--- src/hdl/fbc_pkg.sv ---
`default_nettype none
package fbc_pkg;

  localparam int FIELD_W     = 32;
  localparam int OP_W        = 2;
  localparam int SLOT_W      = 3;
  localparam int NUM_PLANES  = 6;
  localparam int NUM_CORNERS = 8;
  localparam int NUM_VALS    = 6;
  localparam int DEF_COORD_W = 32;
  localparam int DEF_FRAC_W  = 16;

  localparam logic [OP_W-1:0] OP_PLANE  = 2'd0;
  localparam logic [OP_W-1:0] OP_CORNER = 2'd1;
  localparam logic [OP_W-1:0] OP_TEST   = 2'd2;
  localparam logic [OP_W-1:0] OP_UNUSED = 2'd3;

  typedef enum logic [1:0] {
    K_PLANE  = 2'd0,
    K_CORNER = 2'd1,
    K_TEST   = 2'd2
  } kind_t;

endpackage
`default_nettype wire

--- src/hdl/fbc_fifo.sv ---
`default_nettype none
module fbc_fifo #(
  parameter int DW = 8
) (
  input  wire logic          clk,
  input  wire logic          rst,
  input  wire logic          wr,
  input  wire logic [DW-1:0] wdata,
  input  wire logic          rd,
  output logic [DW-1:0]      rdata,
  output logic               full,
  output logic               empty
);
  import fbc_pkg::*;

  logic [DW-1:0] mem [2];
  logic          wptr;
  logic          rptr;
  logic [1:0]    count;

  always_ff @(posedge clk) begin
    if (wr) begin
      mem[wptr] <= wdata;
    end
  end

  always_ff @(posedge clk) begin
    if (rst) begin
      wptr  <= 1'b0;
      rptr  <= 1'b0;
      count <= 2'd0;
    end else begin
      if (wr) begin
        wptr <= ~wptr;
      end
      if (rd) begin
        rptr <= ~rptr;
      end
      count <= count + 2'(wr) - 2'(rd);
    end
  end

  assign rdata = mem[rptr];
  assign full  = (count == 2'd2);
  assign empty = (count == 2'd0);

endmodule
`default_nettype wire

--- config.mk ---
export PLATFORM = sky130hd
export DESIGN_NAME = fbc_fifo
export DESIGN_NICKNAME = d
export VERILOG_FILES = /design/src/hdl/fbc_pkg.sv /design/src/hdl/fbc_fifo.sv
export SDC_FILE = /design/constraint.sdc
export NUM_CORES = 1
export LEC_CHECK = 0
export ABC_AREA = 1
export BUFFER_PORTS_ARGS = -buffer_cell sky130_fd_sc_hd__buf_2
export CAP_MARGIN = 20
export CORE_MARGIN = 3
export CORE_UTILIZATION = 47
export CTS_BUF_LIST = sky130_fd_sc_hd__clkbuf_8
export DETAILED_ROUTE_END_ITERATION = 12
export PLACE_DENSITY = 0.84
export SYNTH_ARGS = -nofsm -noshare
export SYNTH_HDL_FRONTEND = slang
export SYNTH_SLANG_ARGS = --single-unit
--- constraint.sdc ---
create_clock -name clk -period 1.2 [get_ports clk]
set_clock_uncertainty 0.1 [all_clocks]
set_input_delay 0.12 -clock clk [delete_from_list [all_inputs] [get_ports clk]]
set_output_delay 0.12 -clock clk [all_outputs]
set_load 0.01 [all_outputs]
---- After elaboration in Yosys (flattened, before gate mapping) ----
Memory sizes are Yosys's and may differ from the RTL's. A register that Yosys moved wholly into a read port is not among the register bits.
Cells that the tools add are included.
word-level totals
  register bits ........................... 4
  memories kept ........................... 1
  memory bits (writable) .................. 16
cells by class
  bitwise gates (word level) .............. 2
  reductions and logical operators ........ 1
  eq/ne operators ......................... 1
  add/sub/neg operators ................... 2
  multiplexer cells ....................... 4
memory list
  memory  words  bits a word  read ports  clocked after Yosys merged registers in  wr ports  RTL line        source
  mem     2      8            1           1                                        1         fbc_fifo.sv:16  logic [DW-1:0] mem [2];
operator list
  cell                  number
  $mux W1               4
  $add A2 B1 Y2         1
  $eq A2 B2 Y1 const B  1
  $logic_not A2 Y1      1
  $not A1 Y1            2
  $sub A2 B1 Y2         1

---- Logic depth before layout (Yosys ltp) ----
  depth after elaboration ................. 3
  depth in mapped cells ................... 9
  gate-level depth less buffers ........... 9

---- Least setup slack after synthesis ----
Ideal clock, no wire load.
  kind .................................... flip-flop to flip-flop
  start ................................... register count[0]
  end ..................................... register count[1]
  path buffers ............................ 0
  data arrival time ....................... 1.082 ns
  setup slack ............................. -0.097 ns
  data required time ...................... 0.985 ns
  period minus slack after synthesis ...... 1.297 ns
  stages on the path, launching flop included .. 9
  cells stage by stage .................... dfxtp_1 -> inv_1 -> ha_1 -> inv_1 -> ha_1 -> inv_1 -> nand2_1 -> a21oi_1 -> nor2_1
on the way
  word-level cells in the longest chain between the ends .. 2
RTL lines
  what                    RTL line        source
  start, declared         fbc_fifo.sv:19  logic [1:0] count;
  start signal, assigned  fbc_fifo.sv:39  count <= count + 2'(wr) - 2'(rd);
  $add A2 B1 Y2           fbc_fifo.sv:39
  $sub A2 B1 Y2           fbc_fifo.sv:39
No other way between the ends.
A chain may end at the register's enable or synchronous reset.

==> flow_summary.toml <==
[placed_design]
count_of_placed_standard_cells_including_taps = 105
hpwlAfterDp_um = 975
dpl_cell_area_um2 = 1000
finalWeightedCongestion = 0.641
buffer_ports.inserted = 21
preCtsSetupSlack_ns = -0.128

[sta]
tightestPinTransition_ns = 0.200
max_slew_margin = 0.866
period_needed_ns = 1.38
setup_viol = 10
final-max-slew-violation-count = 0
rsz0062_at_grt = "true"
totalNegativeSetupSlack_ns = -1.51
hold_viol = 0
final.hold.worst_slack_ns = 0.0697
max_clock_freq_mhz = 723
finalCritPeriodShare = 1.15
post-route-worst-setup-slack_ns = -0.182

[floorplan]
die_h_um = 48.2
design.portCount = 22
rows = 14
initial_core_util = 0.524
horizontal_extent_of_the_die_um = 48.2
standard_cell_core_area_um2 = 1590
die-area_um2 = 2320

[flow_run]
timing.max_cap.violations = 0

[global_routing]
track_usage = 0.164
number_of_global_route_vias_before_repair = 583
antenna_violations_before_repair = 0
wire_length_of_the_first_global_routing_pass_mm = 2.46
gr-total-overflow = 0
grt_max_degree = 13

[cells_and_area]
syn_to_final_growth_pct = 49.0
num-nets-final = 109
post_layout_cell_count = 118
final_cell_area_um2 = 1240
diodes = 0
fill_cells = 87
final_util = 0.781
multi_input_comb_area_um2 = 254
drive_above_1_share = 0.564
ff_latch_area_um2 = 584
mostFrequentLayoutCells = "sky130_fd_sc_hd__edfxtp_1 (16), sky130_fd_sc_hd__buf_2 (13), sky130_fd_sc_hd__buf_6 (11)"
final_common_cell = "sky130_fd_sc_hd__edfxtp_1"

[critical_path]
path_class = "register to output port"
r2r_end = "count[1]$_SDFF_PP0_"
reg2reg_setup_slack_ns = -0.12
timing.critical_path.mode_cell = "sky130_fd_sc_hd__buf_6"
ff_to_ff_start = "count[0]$_SDFF_PP0_"
arrival_ns = 1.16
critical_path.max_fanout = 4
cp_num_buf_inv = 2
cp-end-kind = "output port"
crit_slowest_cell = "sky130_fd_sc_hd__dfxtp_2"
worst-endpoint-required_ns = 0.98
worst_path_top_cell_family_by_delay = "flip-flops"
r2r_cells = 9
start_kind = "register"
crit_path_cell_trace = "buf_6, mux2_4, buf_6"
cpPeakStageDelay_ns = 0.34

[power]
p_seq_frac = 0.506
power_leakage_nw = 0.520
power.density_cell_area_nw_per_um2 = 1370
power.share.clock = 0.267
net-switching-power_uw = 412
switching_share = 0.242
finalPower_mw = 1.70
internal-power_mw = 1.29
share_comb_of_total_power = 0.227
ir_worst_vdd_v = 0.00112

[worst_hold_path]
min_path_cells = 3
hold_path_startpoint = "wr"
timing.hold.worst_endpoint = "wptr$_SDFFE_PP0P_"
min-delay-path-class = "input port to register"

[routing]
drt_first_iter_violations = 9
avgViaCountPerCell = 4.58
wire_per_inst_um = 13.9
routed_length_on_met3_um = 57
detail_route.drc_violations = 0
wl_mm = 1.64
router_iterations_before_antenna_repair = 4
routed.top_layer = "met4"
ant_nets = 0
vias = 541
wirelength_met1_um = 651
wl_met2_um = 910

[clock_network]
worst_setup_hold_path_clk_slew_ns = 0.07
clk-insertion-delay-late_ns = 0.26
ctsHtreeMaxLevel = 1
clockRootBuffer = "sky130_fd_sc_hd__clkbuf_8"
tritoncts_clock_tree = "done"
clock_sinks = 21
cts_inserted_buffers = 3
ctsLongestPathBuffers = 2

[logic_synthesis]
syn_inst = 56
yosys.cell_types.count = 12
avgSynthCellArea_um2 = 14.9
post_synthesis_instance_area_um2 = 836
mappedNetlistNets = 70
synth_seq_cells = 21
ys_warn_count = 0
synth-seq-area-share = 0.695

[status]
outcome = "finished, violations left"
failed_checks = "setup timing"
-- per-layer routing --
| metal | vias to the layer above | track usage |
|---|---|---|
| met5 | - | 0 |
| met4 | 0 | 0.0645 |
| met3 | 3 | 0.0554 |
| met2 | 14 | 0.310 |
| met1 | 256 | 0.161 |
| li1 | 268 | - |
-- tightest hold or removal path: cells and delay by family --
kind | cells | cell delay, ns
simple gates | 2 | 0.14
buf+inv | 1 | 0.13
-- cell families (layout without fill, tap and decap cells) --
group / Yosys count / count (layout) / share of synthesized area
DFF: 21 / 21 / 0.695
and+or+nand+nor: 14 / 14 / 0.0659
buffers and inverters: 9 / 47 / 0.0494
muxes: 8 / 8 / 0.144
adders and majority gates: 2 / 2 / 0.0299
AOI/OAI and AO/OA: 1 / 1 / 0.00598
xor gates and xnor gates: 1 / 1 / 0.0105
-- worst max path at each step --
stage                              startpoint                  end  slack (ns)  cells past startpoint
after floorplan           count[0]$_SDFF_PP0_  count[1]$_SDFF_PP0_       -0.06                      8
after global placement    count[0]$_SDFF_PP0_  count[1]$_SDFF_PP0_       -0.06                      8
after detailed placement  count[0]$_SDFF_PP0_  count[1]$_SDFF_PP0_       -0.13                      8
after CTS                            register             rdata[1]       -0.18                      3
after global routing                 register             rdata[7]       -0.23                      3
final                                register             rdata[7]       -0.18                      3
-- registers in the layout (all words and copies together), names as in the netlist, named ones only --
register and cells:
count 2, mem 16, rptr 1, wptr 1
-- power by group through the flow --
stage | registers, mW | clock network (mW) | logic [mW]
final | 0.862 | 0.454 | 0.386
after floorplan | 0.866 | 0 | 0.160
after global placement | 0.867 | 0 | 0.247
after detailed placement | 0.872 | 0 | 0.258
after CTS | 0.860 | 0.455 | 0.366
after global routing | 0.866 | 0.500 | 0.419
-- what timing repair did --
item | CTS | global route
hold buffers | 9 | 0
buffers inserted | 1 | 0
endpoints found under the setup margin | 10 | 20
pin swaps | 7 | 6
resized for setup | 21 | 6
hold endpoints to repair | 20 | 0
-- synth_stat cells --
| cell type | instances | share of area |
|---|---|---|
| sky130_fd_sc_hd__a21oi_1 | 1 | 0.0060 |
| sky130_fd_sc_hd__buf_6 | 1 | 0.013 |
| sky130_fd_sc_hd__dfxtp_1 | 5 | 0.12 |
| sky130_fd_sc_hd__edfxtp_1 | 16 | 0.57 |
| sky130_fd_sc_hd__ha_1 | 2 | 0.030 |
| sky130_fd_sc_hd__inv_1 | 8 | 0.036 |
| sky130_fd_sc_hd__mux2_4 | 8 | 0.14 |
| sky130_fd_sc_hd__nand2_1 | 4 | 0.018 |
| sky130_fd_sc_hd__nand3_1 | 1 | 0.0060 |
| sky130_fd_sc_hd__nor2_1 | 8 | 0.036 |
| sky130_fd_sc_hd__nor3_1 | 1 | 0.0060 |
| sky130_fd_sc_hd__xnor2_1 | 1 | 0.010 |
-- cell type report --
type | instances | share of cell area
clock buffer | 3 | 0.0332
clock inverter | 1 | 0.00402
inverter | 8 | 0.0291
multi-input combinational | 26 | 0.204
sequential | 21 | 0.469
tap | 24 | 0.0241
timing repair buffer | 35 | 0.236
Power figures use the tool's default switching activity.
