File: config.mk
export PLATFORM = sky130hd
export DESIGN_NAME = fbc_front
export DESIGN_NICKNAME = d
export VERILOG_FILES = /design/src/hdl/fbc_pkg.sv /design/src/hdl/fbc_front.sv
export SDC_FILE = /design/constraint.sdc
export NUM_CORES = 1
export LEC_CHECK = 0
export ABC_AREA = 0
export BUFFER_PORTS_ARGS = -buffer_cell sky130_fd_sc_hd__clkbuf_2
export CORE_AREA = 2 2 204 206
export DETAILED_ROUTE_END_ITERATION = 10
export DIE_AREA = 0 0 206 208
export PLACE_DENSITY = 0.3
export SLEW_MARGIN = 20
export SYNTH_ARGS = -nofsm -noshare
export SYNTH_HDL_FRONTEND = slang
export SYNTH_SLANG_ARGS = --single-unit
File: constraint.sdc
create_clock -name vclk -period 1.64
set_input_delay 0.246 -clock vclk [all_inputs]
set_output_delay 0.246 -clock vclk [all_outputs]
set_load 0.03 [all_outputs]
File: src/hdl/fbc_pkg.sv
`default_nettype none
package fbc_pkg;

  localparam int FIELD_W     = 32;
  localparam int OP_W        = 2;
  localparam int SLOT_W      = 3;
  localparam int NUM_PLANES  = 6;
  localparam int NUM_CORNERS = 8;
  localparam int NUM_VALS    = 6;
  localparam int DEF_COORD_W = 32;
  localparam int DEF_FRAC_W  = 16;

  localparam logic [OP_W-1:0] OP_PLANE  = 2'd0;
  localparam logic [OP_W-1:0] OP_CORNER = 2'd1;
  localparam logic [OP_W-1:0] OP_TEST   = 2'd2;
  localparam logic [OP_W-1:0] OP_UNUSED = 2'd3;

  typedef enum logic [1:0] {
    K_PLANE  = 2'd0,
    K_CORNER = 2'd1,
    K_TEST   = 2'd2
  } kind_t;

endpackage
`default_nettype wire

File: src/hdl/fbc_front.sv
`default_nettype none
module fbc_front #(
  parameter int COORD_WIDTH = fbc_pkg::DEF_COORD_W
) (
  input  wire logic                                             push,
  input  wire logic                                             q_full,
  input  wire logic [fbc_pkg::OP_W-1:0]                         op,
  input  wire logic [fbc_pkg::SLOT_W-1:0]                       slot,
  input  wire logic [fbc_pkg::FIELD_W-1:0]                      coef_a,
  input  wire logic [fbc_pkg::FIELD_W-1:0]                      coef_b,
  input  wire logic [fbc_pkg::FIELD_W-1:0]                      coef_c,
  input  wire logic [fbc_pkg::FIELD_W-1:0]                      coef_d,
  input  wire logic [fbc_pkg::FIELD_W-1:0]                      min_x,
  input  wire logic [fbc_pkg::FIELD_W-1:0]                      min_y,
  input  wire logic [fbc_pkg::FIELD_W-1:0]                      min_z,
  input  wire logic [fbc_pkg::FIELD_W-1:0]                      max_x,
  input  wire logic [fbc_pkg::FIELD_W-1:0]                      max_y,
  input  wire logic [fbc_pkg::FIELD_W-1:0]                      max_z,
  output logic                                                  q_push,
  output fbc_pkg::kind_t                                        q_kind,
  output logic [fbc_pkg::SLOT_W-1:0]                            q_slot,
  output logic [fbc_pkg::NUM_VALS-1:0][COORD_WIDTH-1:0]         q_vals
);
  import fbc_pkg::*;

  logic keep;

  // Sort the request and drop those that change nothing.
  always_comb begin
    keep   = 1'b0;
    q_kind = K_TEST;
    case (op)
      OP_PLANE: begin
        keep   = ({1'b0, slot} < (SLOT_W+1)'(NUM_PLANES));
        q_kind = K_PLANE;
      end
      OP_CORNER: begin
        keep   = 1'b1;
        q_kind = K_CORNER;
      end
      OP_TEST: begin
        keep   = 1'b1;
        q_kind = K_TEST;
      end
      default: begin
        keep = 1'b0;
      end
    endcase
  end

  always_comb begin
    if (q_kind == K_TEST) begin
      q_vals[0] = min_x[COORD_WIDTH-1:0];
      q_vals[1] = min_y[COORD_WIDTH-1:0];
      q_vals[2] = min_z[COORD_WIDTH-1:0];
      q_vals[3] = max_x[COORD_WIDTH-1:0];
      q_vals[4] = max_y[COORD_WIDTH-1:0];
      q_vals[5] = max_z[COORD_WIDTH-1:0];
    end else begin
      q_vals[0] = coef_a[COORD_WIDTH-1:0];
      q_vals[1] = coef_b[COORD_WIDTH-1:0];
      q_vals[2] = coef_c[COORD_WIDTH-1:0];
      q_vals[3] = coef_d[COORD_WIDTH-1:0];
      q_vals[4] = '0;
      q_vals[5] = '0;
    end
  end

  assign q_slot = slot;
  assign q_push = push && !q_full && keep;

endmodule
`default_nettype wire

# Yosys cells after proc, flatten, opt, wreduce, memory -nomap -nowiden
# Cells that the tools add are included.
# totals
reg_bits,0
output_inout_bits,198
wordCells,12
# op_classes
n_lt_le_gt_ge,1
n_eq_ne,3
mux,3
reduce_logical,5
# ops
cell,count
$mux 192,1
$eq 2x2->1 const B,2
$pmux 2 s2,1
$lt 3x3->1 const B,1
$eq 2x1->1 const B,1
$logic_and 1x1->1,2
$logic_not 2->1,1
$pmux 1 s2,1
$reduce_or 2->1,1
$logic_not 1->1,1

# Depth between registers and ports, before layout
# Gate-level depths: netlist of the first run.
# depth
word_depth,4
depth_mapped,6
depth_no_buf,4

# Worst setup path after synthesis of the first run
# No wires, ideal clock.
# synth_timing
kind,input to output
from,input port op[1] (netlist name)
to,output port q_vals[191] (netlist name)
arrival_ns,1.825
t_required_ns,1.394
path_slack_ns,-0.431
path_stages,6
cell_sequence,buf_4 clkbuf_1 inv_1 ha_1 nor2_1 and2_1
# synth_rtl
element,line_no,source
from (decl),fbc_front.sv:7,"input wire logic [fbc_pkg::OP_W-1:0] op,"
to (decl),fbc_front.sv:22,output logic [fbc_pkg::NUM_VALS-1:0][COORD_WIDTH-1:0] q_vals

==> summary.md, run 1 <==
| Metric | Value |
|---|---|
| CLK BUF | `0` |
| Largest net degree at the start of global routing | `21` |
| Average size of a mapped cell | `9.42 um2` |
| Cts repair resizes | `0` |
| Final net count | `1082` |
| Switching Fraction | `0.584` |
| Height of the die | `208 um` |
| Critical path peak fanout | `20` |
| Seq_cells | `0` |
| Slew headroom | `0.840` |
| # Max-Cap Violations | `0` |
| WP data arrival | `1.25 ns` |
| Number of global-route vias before repair | `3693` |
| Synth top area share | `0.680` |
| Most frequent cells in the layout | `clkbuf_2, mux2_2, and2_1` |
| Endpoints failing hold | `0` |
| Starting Density | `0.0523` |
| CP max stage delay | `0.36 ns` |
| DR iter-0 viols | `68` |
| Switch Pwr | `1.14 mW` |
| Worst-Margin Slew | `0.241 ns` |
| Synthesis-to-layout area growth | `158%` |
| HPWL after detailed placement | `14500 um` |
| Startpoint types | `input pin` |
| Area of the multi-input gates | `1920 um2` |
| Total Routing Usage GR | `0.0620` |
| Clock Power Share | `0` |
| Die width | `206 um` |
| First-pass GRT wire length | `20400 um` |
| DRT Pass-1 Iters | `4` |
| Commonest non-fill, non-tap cell in the layout | `clkbuf_2` |
| Pwr per Cell Area | `357 nW/um2` |
| DR WL/cell | `11.9 um` |
| Synth Cell Area | `2120 um2` |
| TNS Setup | `0 ns` |
| Most frequent CP cell | `buf_12` |
| I/O pin total | `525` |
| Logic pwr share | `1.000` |
| Final ANT Viol Nets | `0` |
| Post-Syn Instances | `225` |
| Layout cells sized above 1 | `0.907` |
| FF/Latch Area | `0 um2` |
| # diodes | `0` |
| IO buf count | `523` |
| Slowest CP cell | `mux2_2` |
| Sequential Power Share | `0` |
| Crit path time final | `1.50 ns` |
| Pint | `812 uW` |
| Critical path required time | `1.39 ns` |
| DR vias | `3714` |
| RSZ-0062 raised after global routing | `no` |
| Worst setup EP type | `output port` |
| Vias per cell | `2.90` |
| CP Cell Sequence | `buf_6 > buf_12 > buf_12 > mux2_2 > clkbuf_2` |
| Detailed-route wire length | `15200 um` |
| Core Area | `40600 um2` |
| Final Util | `0.135` |
| Post-CTS Setup Repair Bufs | `0` |
| GPL Wtd Cong | `0.839` |
| Status | `finished clean` |
| Crit Path Class | `in -> out` |
| Sequential area share after synthesis | `0` |
| # rows | `74` |
| Ys Warns | `0` |
| WHS | `0.492 ns` |
| Full die area | `42800 um2` |
| Initial antenna violation count | `0` |
| FILL cells | `4703` |
| VDD IR max | `0.103 mV` |
| Final setup viols | `0` |
| Post-Syn Nets | `555` |
| Largest cells by area after synthesis | `mux2_2, and2_1, buf_6` |
| Slew Limit Fails | `0` |
| Post-synthesis cell type count | `11` |
| Worst hold path type | `in -> out` |
| Max Freq | `0.666 GHz` |
| Lkg Pwr | `3.06 nW` |
| GRT overflow | `0` |
| Fin crit share | `0.915` |
| Post-synth top area cell | `mux2_2` |
| DRC | `0` |
| Hold_buf cts | `0` |
## power by group through the flow
stage	clock [mW]	combinational (mW)	sequential (mW)
final	0	1.95	0
after detailed placement	0	1.97	0
after CTS	0	1.98	0
after global placement	0	1.98	0
after global routing	0	2.08	0
after floorplan	0	1.18	0
## layer usage
layer  wire length [um]  up-vias  track usage
met4                 33        0      0.00148
li1                   -     1836            -
met2               8200      261        0.128
met3               1440        4      0.00877
met1               5550     1613       0.0684
met5                  0        -            0
## per-stage QoR
stage | std cells | total power, mW | instance area (um2) | worst slack (ns)
after floorplan | 225 | 1.18 | 2130 | 0.00994
final | 1282 | 1.95 | 5470 | 0.140
after global placement | 1282 | 1.98 | 5470 | 0.126
after global routing | 1282 | 2.08 | 5470 | 0.0863
after detailed placement | 1282 | 1.97 | 5470 | 0.136
after CTS | 1282 | 1.98 | 5470 | 0.131
## kinds of logic after synthesis
group           Yosys count  synth area share
mux                     128             0.680
compound gates            2           0.00827
buf+inv                  26             0.102
simple gates             66             0.192
fa+ha+maj                 3            0.0177
## critical path, delay by kind of cell
family	cells	cell delay, ns
buffers and inverters	4	0.61
multiplexers	1	0.36
## synth_stat cells
cell	number
a21boi_0	1
ha_1	3
and2_1	64
inv_1	2
o211a_1	1
clkbuf_1	3
buf_6	13
buf_2	4
nor2_1	2
buf_4	4
mux2_2	128
## layout make-up
| type | instances | area share |
|---|---|---|
| Timing Repair Buffer | 549 | 0.527 |
| Multi-Input combinational cell | 199 | 0.350 |
| Tap cell | 532 | 0.122 |
| Inverter | 2 | 0.00137 |
## path summary, 6_finish.rpt
| path | start | to | slack (ns) | cells after the start |
|---|---|---|---|---|
| worst min-delay path | slot[0] | q_slot[0] | 0.49 | 0 |
| worst max-delay path | op[1] | q_vals[57] | 0.14 | 5 |
Note: power is estimated with default switching activity, not from simulation.
==> inputs of run 2 (changes only) <==
Settings changed: ABC_AREA 0 to 1, CORE_AREA 2 2 204 206 to 2 2 201 203, DIE_AREA 0 0 206 208 to 0 0 203 205.
==> run 2 against run 1 <==
  * Synthesized cell count is 150% higher
  * Via count up 33%
  * Largest cell class unchanged
  * Critical path type unchanged
  * Core utilization increased by 0.45 points
  * Sequential cell count did not move
  * Die area shrank 2.9%
  * Fmax grew 3.8%
  * Combinational power about the same
  * Count of clock-buffer cells in the layout did not move
==> summary.md, run 2 <==
| Metric | Value |
|---|---|
| Status | `finished clean` |
| IO buf count | `523 (unchanged)` |
| GPL Wtd Cong | `0.794 (-5.4%)` |
| GRT overflow | `0 (unchanged)` |
| Worst path depth | `7 (+2)` |
| Post-Syn Instances | `561 (+150%)` |
| Full die area | `41600 um2 (-2.9%)` |
| Initial antenna violation count | `2 (+2)` |
| CLK BUF | `0 (unchanged)` |
| Average size of a mapped cell | `4.05 um2 (-57%)` |
| DR iter-0 viols | `190 (+180%)` |
| Crit Path Class | `in -> out` |
| Hold_buf cts | `0 (unchanged)` |
| RSZ-0062 raised after global routing | `no` |
| Die width | `203 um (-1.5%)` |
| Seq_cells | `0 (unchanged)` |
| Largest net degree at the start of global routing | `84 (+300%)` |
| Cts repair resizes | `0 (unchanged)` |
| Critical path peak fanout | `41 (+110%)` |
| FF/Latch Area | `0 um2 (unchanged)` |
| Largest delay contributor family on the critical path | `buffers and inverters` |
| VDD IR max | `0.105 mV (+2.3%)` |
| Slew headroom | `0.735 (-0.105)` |
| Final net count | `1392 (+29%)` |
| Critical path required time | `1.39 ns (about the same)` |
| Fin crit share | `0.882 (-0.0334)` |
| Critical Path Source | `op[1]` |
| Post-Syn Nets | `891 (+61%)` |
| Vias per cell | `3.11 (+7.4%)` |
| Crit path time final | `1.45 ns (-0.0548 ns)` |
| Final setup viols | `0 (unchanged)` |
| Largest cells by area after synthesis | `nand2_1, inv_1, buf_6` |
| # diodes | `0 (unchanged)` |
| Synth Cell Area | `2270 um2 (+7.2%)` |
| Post-synth top area cell | `nand2_1` |
| Starting Density | `0.0577 (+0.00545)` |
| Most frequent cells in the layout | `clkbuf_2, nand2_1, inv_1` |
| Buf/Inv on CP | `5 (+1)` |
| Post-synth top cells | `nand2_1, inv_1, buf_2, buf_4, buf_6` |
| Worst-Margin Slew | `0.398 ns (+0.157 ns)` |
| DRC | `0 (unchanged)` |
| DR vias | `4932 (+33%)` |
| CP Cell Sequence | `buf_6 > inv_4 > buf_12 > buf_12 > nand2_1 > nand2_1 > clkbuf_2` |
| Ys Warns | `0 (unchanged)` |
| Core Area | `39400 um2 (-2.9%)` |
| TNS Setup | `0 ns (unchanged)` |
| I/O pin total | `525 (unchanged)` |
| Slowest CP cell | `buf_12` |
| Lkg Pwr | `4.11 nW (+34%)` |
| Pwr per Cell Area | `357 nW/um2 (+0.20%)` |
| Final ANT Viol Nets | `0 (unchanged)` |
| Slew Limit Fails | `0 (unchanged)` |
| DRT Pass-1 Iters | `4 (unchanged)` |
| Detailed-route wire length | `17400 um (+14%)` |
| Worst hold path type | `in -> out` |
| Synthesis-to-layout area growth | `142%` |
| Commonest non-fill, non-tap cell in the layout | `clkbuf_2` |
| Number of global-route vias before repair | `4448 (+20%)` |
| Critical Path Sink | `q_vals[45]` |
| Synth top area share | `0.743 (+0.0633)` |
| # rows | `73 (-1.4%)` |
| Total Routing Usage GR | `0.0717 (+0.00971)` |
| Startpoint types | `input pin` |
| Endpoints failing hold | `0 (unchanged)` |
| Most frequent cell after synthesis | `nand2_1` |
| CP max stage delay | `0.20 ns (-0.16 ns)` |
| WP data arrival | `1.20 ns (-0.05 ns)` |
| DR WL/cell | `11.0 um (-7.7%)` |
| Layout cells sized above 1 | `0.508 (-0.398)` |
| HPWL after detailed placement | `15600 um (+7.6%)` |
| # Max-Cap Violations | `0 (unchanged)` |
| Post-CTS Setup Repair Bufs | `0 (unchanged)` |
| Worst setup EP type | `output port` |
| First-pass GRT wire length | `23600 um (+15%)` |
| Height of the die | `205 um (-1.4%)` |
| WHS | `0.493 ns (+0.000487 ns)` |
| Post-synthesis cell type count | `10 (-1)` |
| Sequential area share after synthesis | `0 (unchanged)` |
| Max Freq | `0.692 GHz (+3.8%)` |
[run 2: routing by layer]
| layer | global-route usage | share of wire | vias to the layer above |
|---|---|---|---|
| met1 | 0.0732 | 0.34 | 2010 |
| met2 | 0.148 | 0.53 | 319 |
| met5 | 0 | 0.0015 | - |
| li1 | - | - | 2583 |
| met4 | 0.0138 | 0.020 | 4 |
| met3 | 0.0146 | 0.11 | 16 |
[run 2: final cells by class]
cell class                      count  area (um2)
Multi-Input combinational cell    457        1750
Tap cell                          525         657
Fill cell                        4723       33900
Timing Repair Buffer              537        2830
Inverter                           66         250
[run 2: through the flow]
step,area [um2],utilization,instances,total power [mW],setup slack [ns]
final,5490,0.139,1585,1.96,0.194
after global routing,5490,0.139,1585,2.12,0.0980
after CTS,5490,0.139,1585,2.00,0.167
after detailed placement,5490,0.139,1585,1.99,0.167
after global placement,5490,0.139,1585,2.01,0.166
after floorplan,2280,-,561,1.15,0.157
[run 2: cells by family (layout without fill, tap and decap cells)]
family | after synthesis | in the layout | share of synthesized area
buf+inv | 104 | 603 | 0.231
fa+ha+maj | 3 | 3 | 0.0165
simple gates | 453 | 453 | 0.750
compound gates | 1 | 1 | 0.00220
[run 2: where the power goes]
group          internal (mW)  switching, mW  leakage (nW)
Combinational          0.681           1.28          4.11
Sequential                 0              0             0
Clock                      0              0             0
Total                  0.681           1.28          4.11
[run 2: worst min path at each step]
stage,from,slack (ns),endpoint,cells past startpoint
CTS,slot[0],0.49,q_slot[0],0
detailed placement,slot[0],0.49,q_slot[0],0
global placement,slot[0],0.49,q_slot[0],0
global route,slot[0],0.49,q_slot[0],0
finish,slot[0],0.49,q_slot[0],0
floorplan,slot[0],0.62,q_slot[0],1
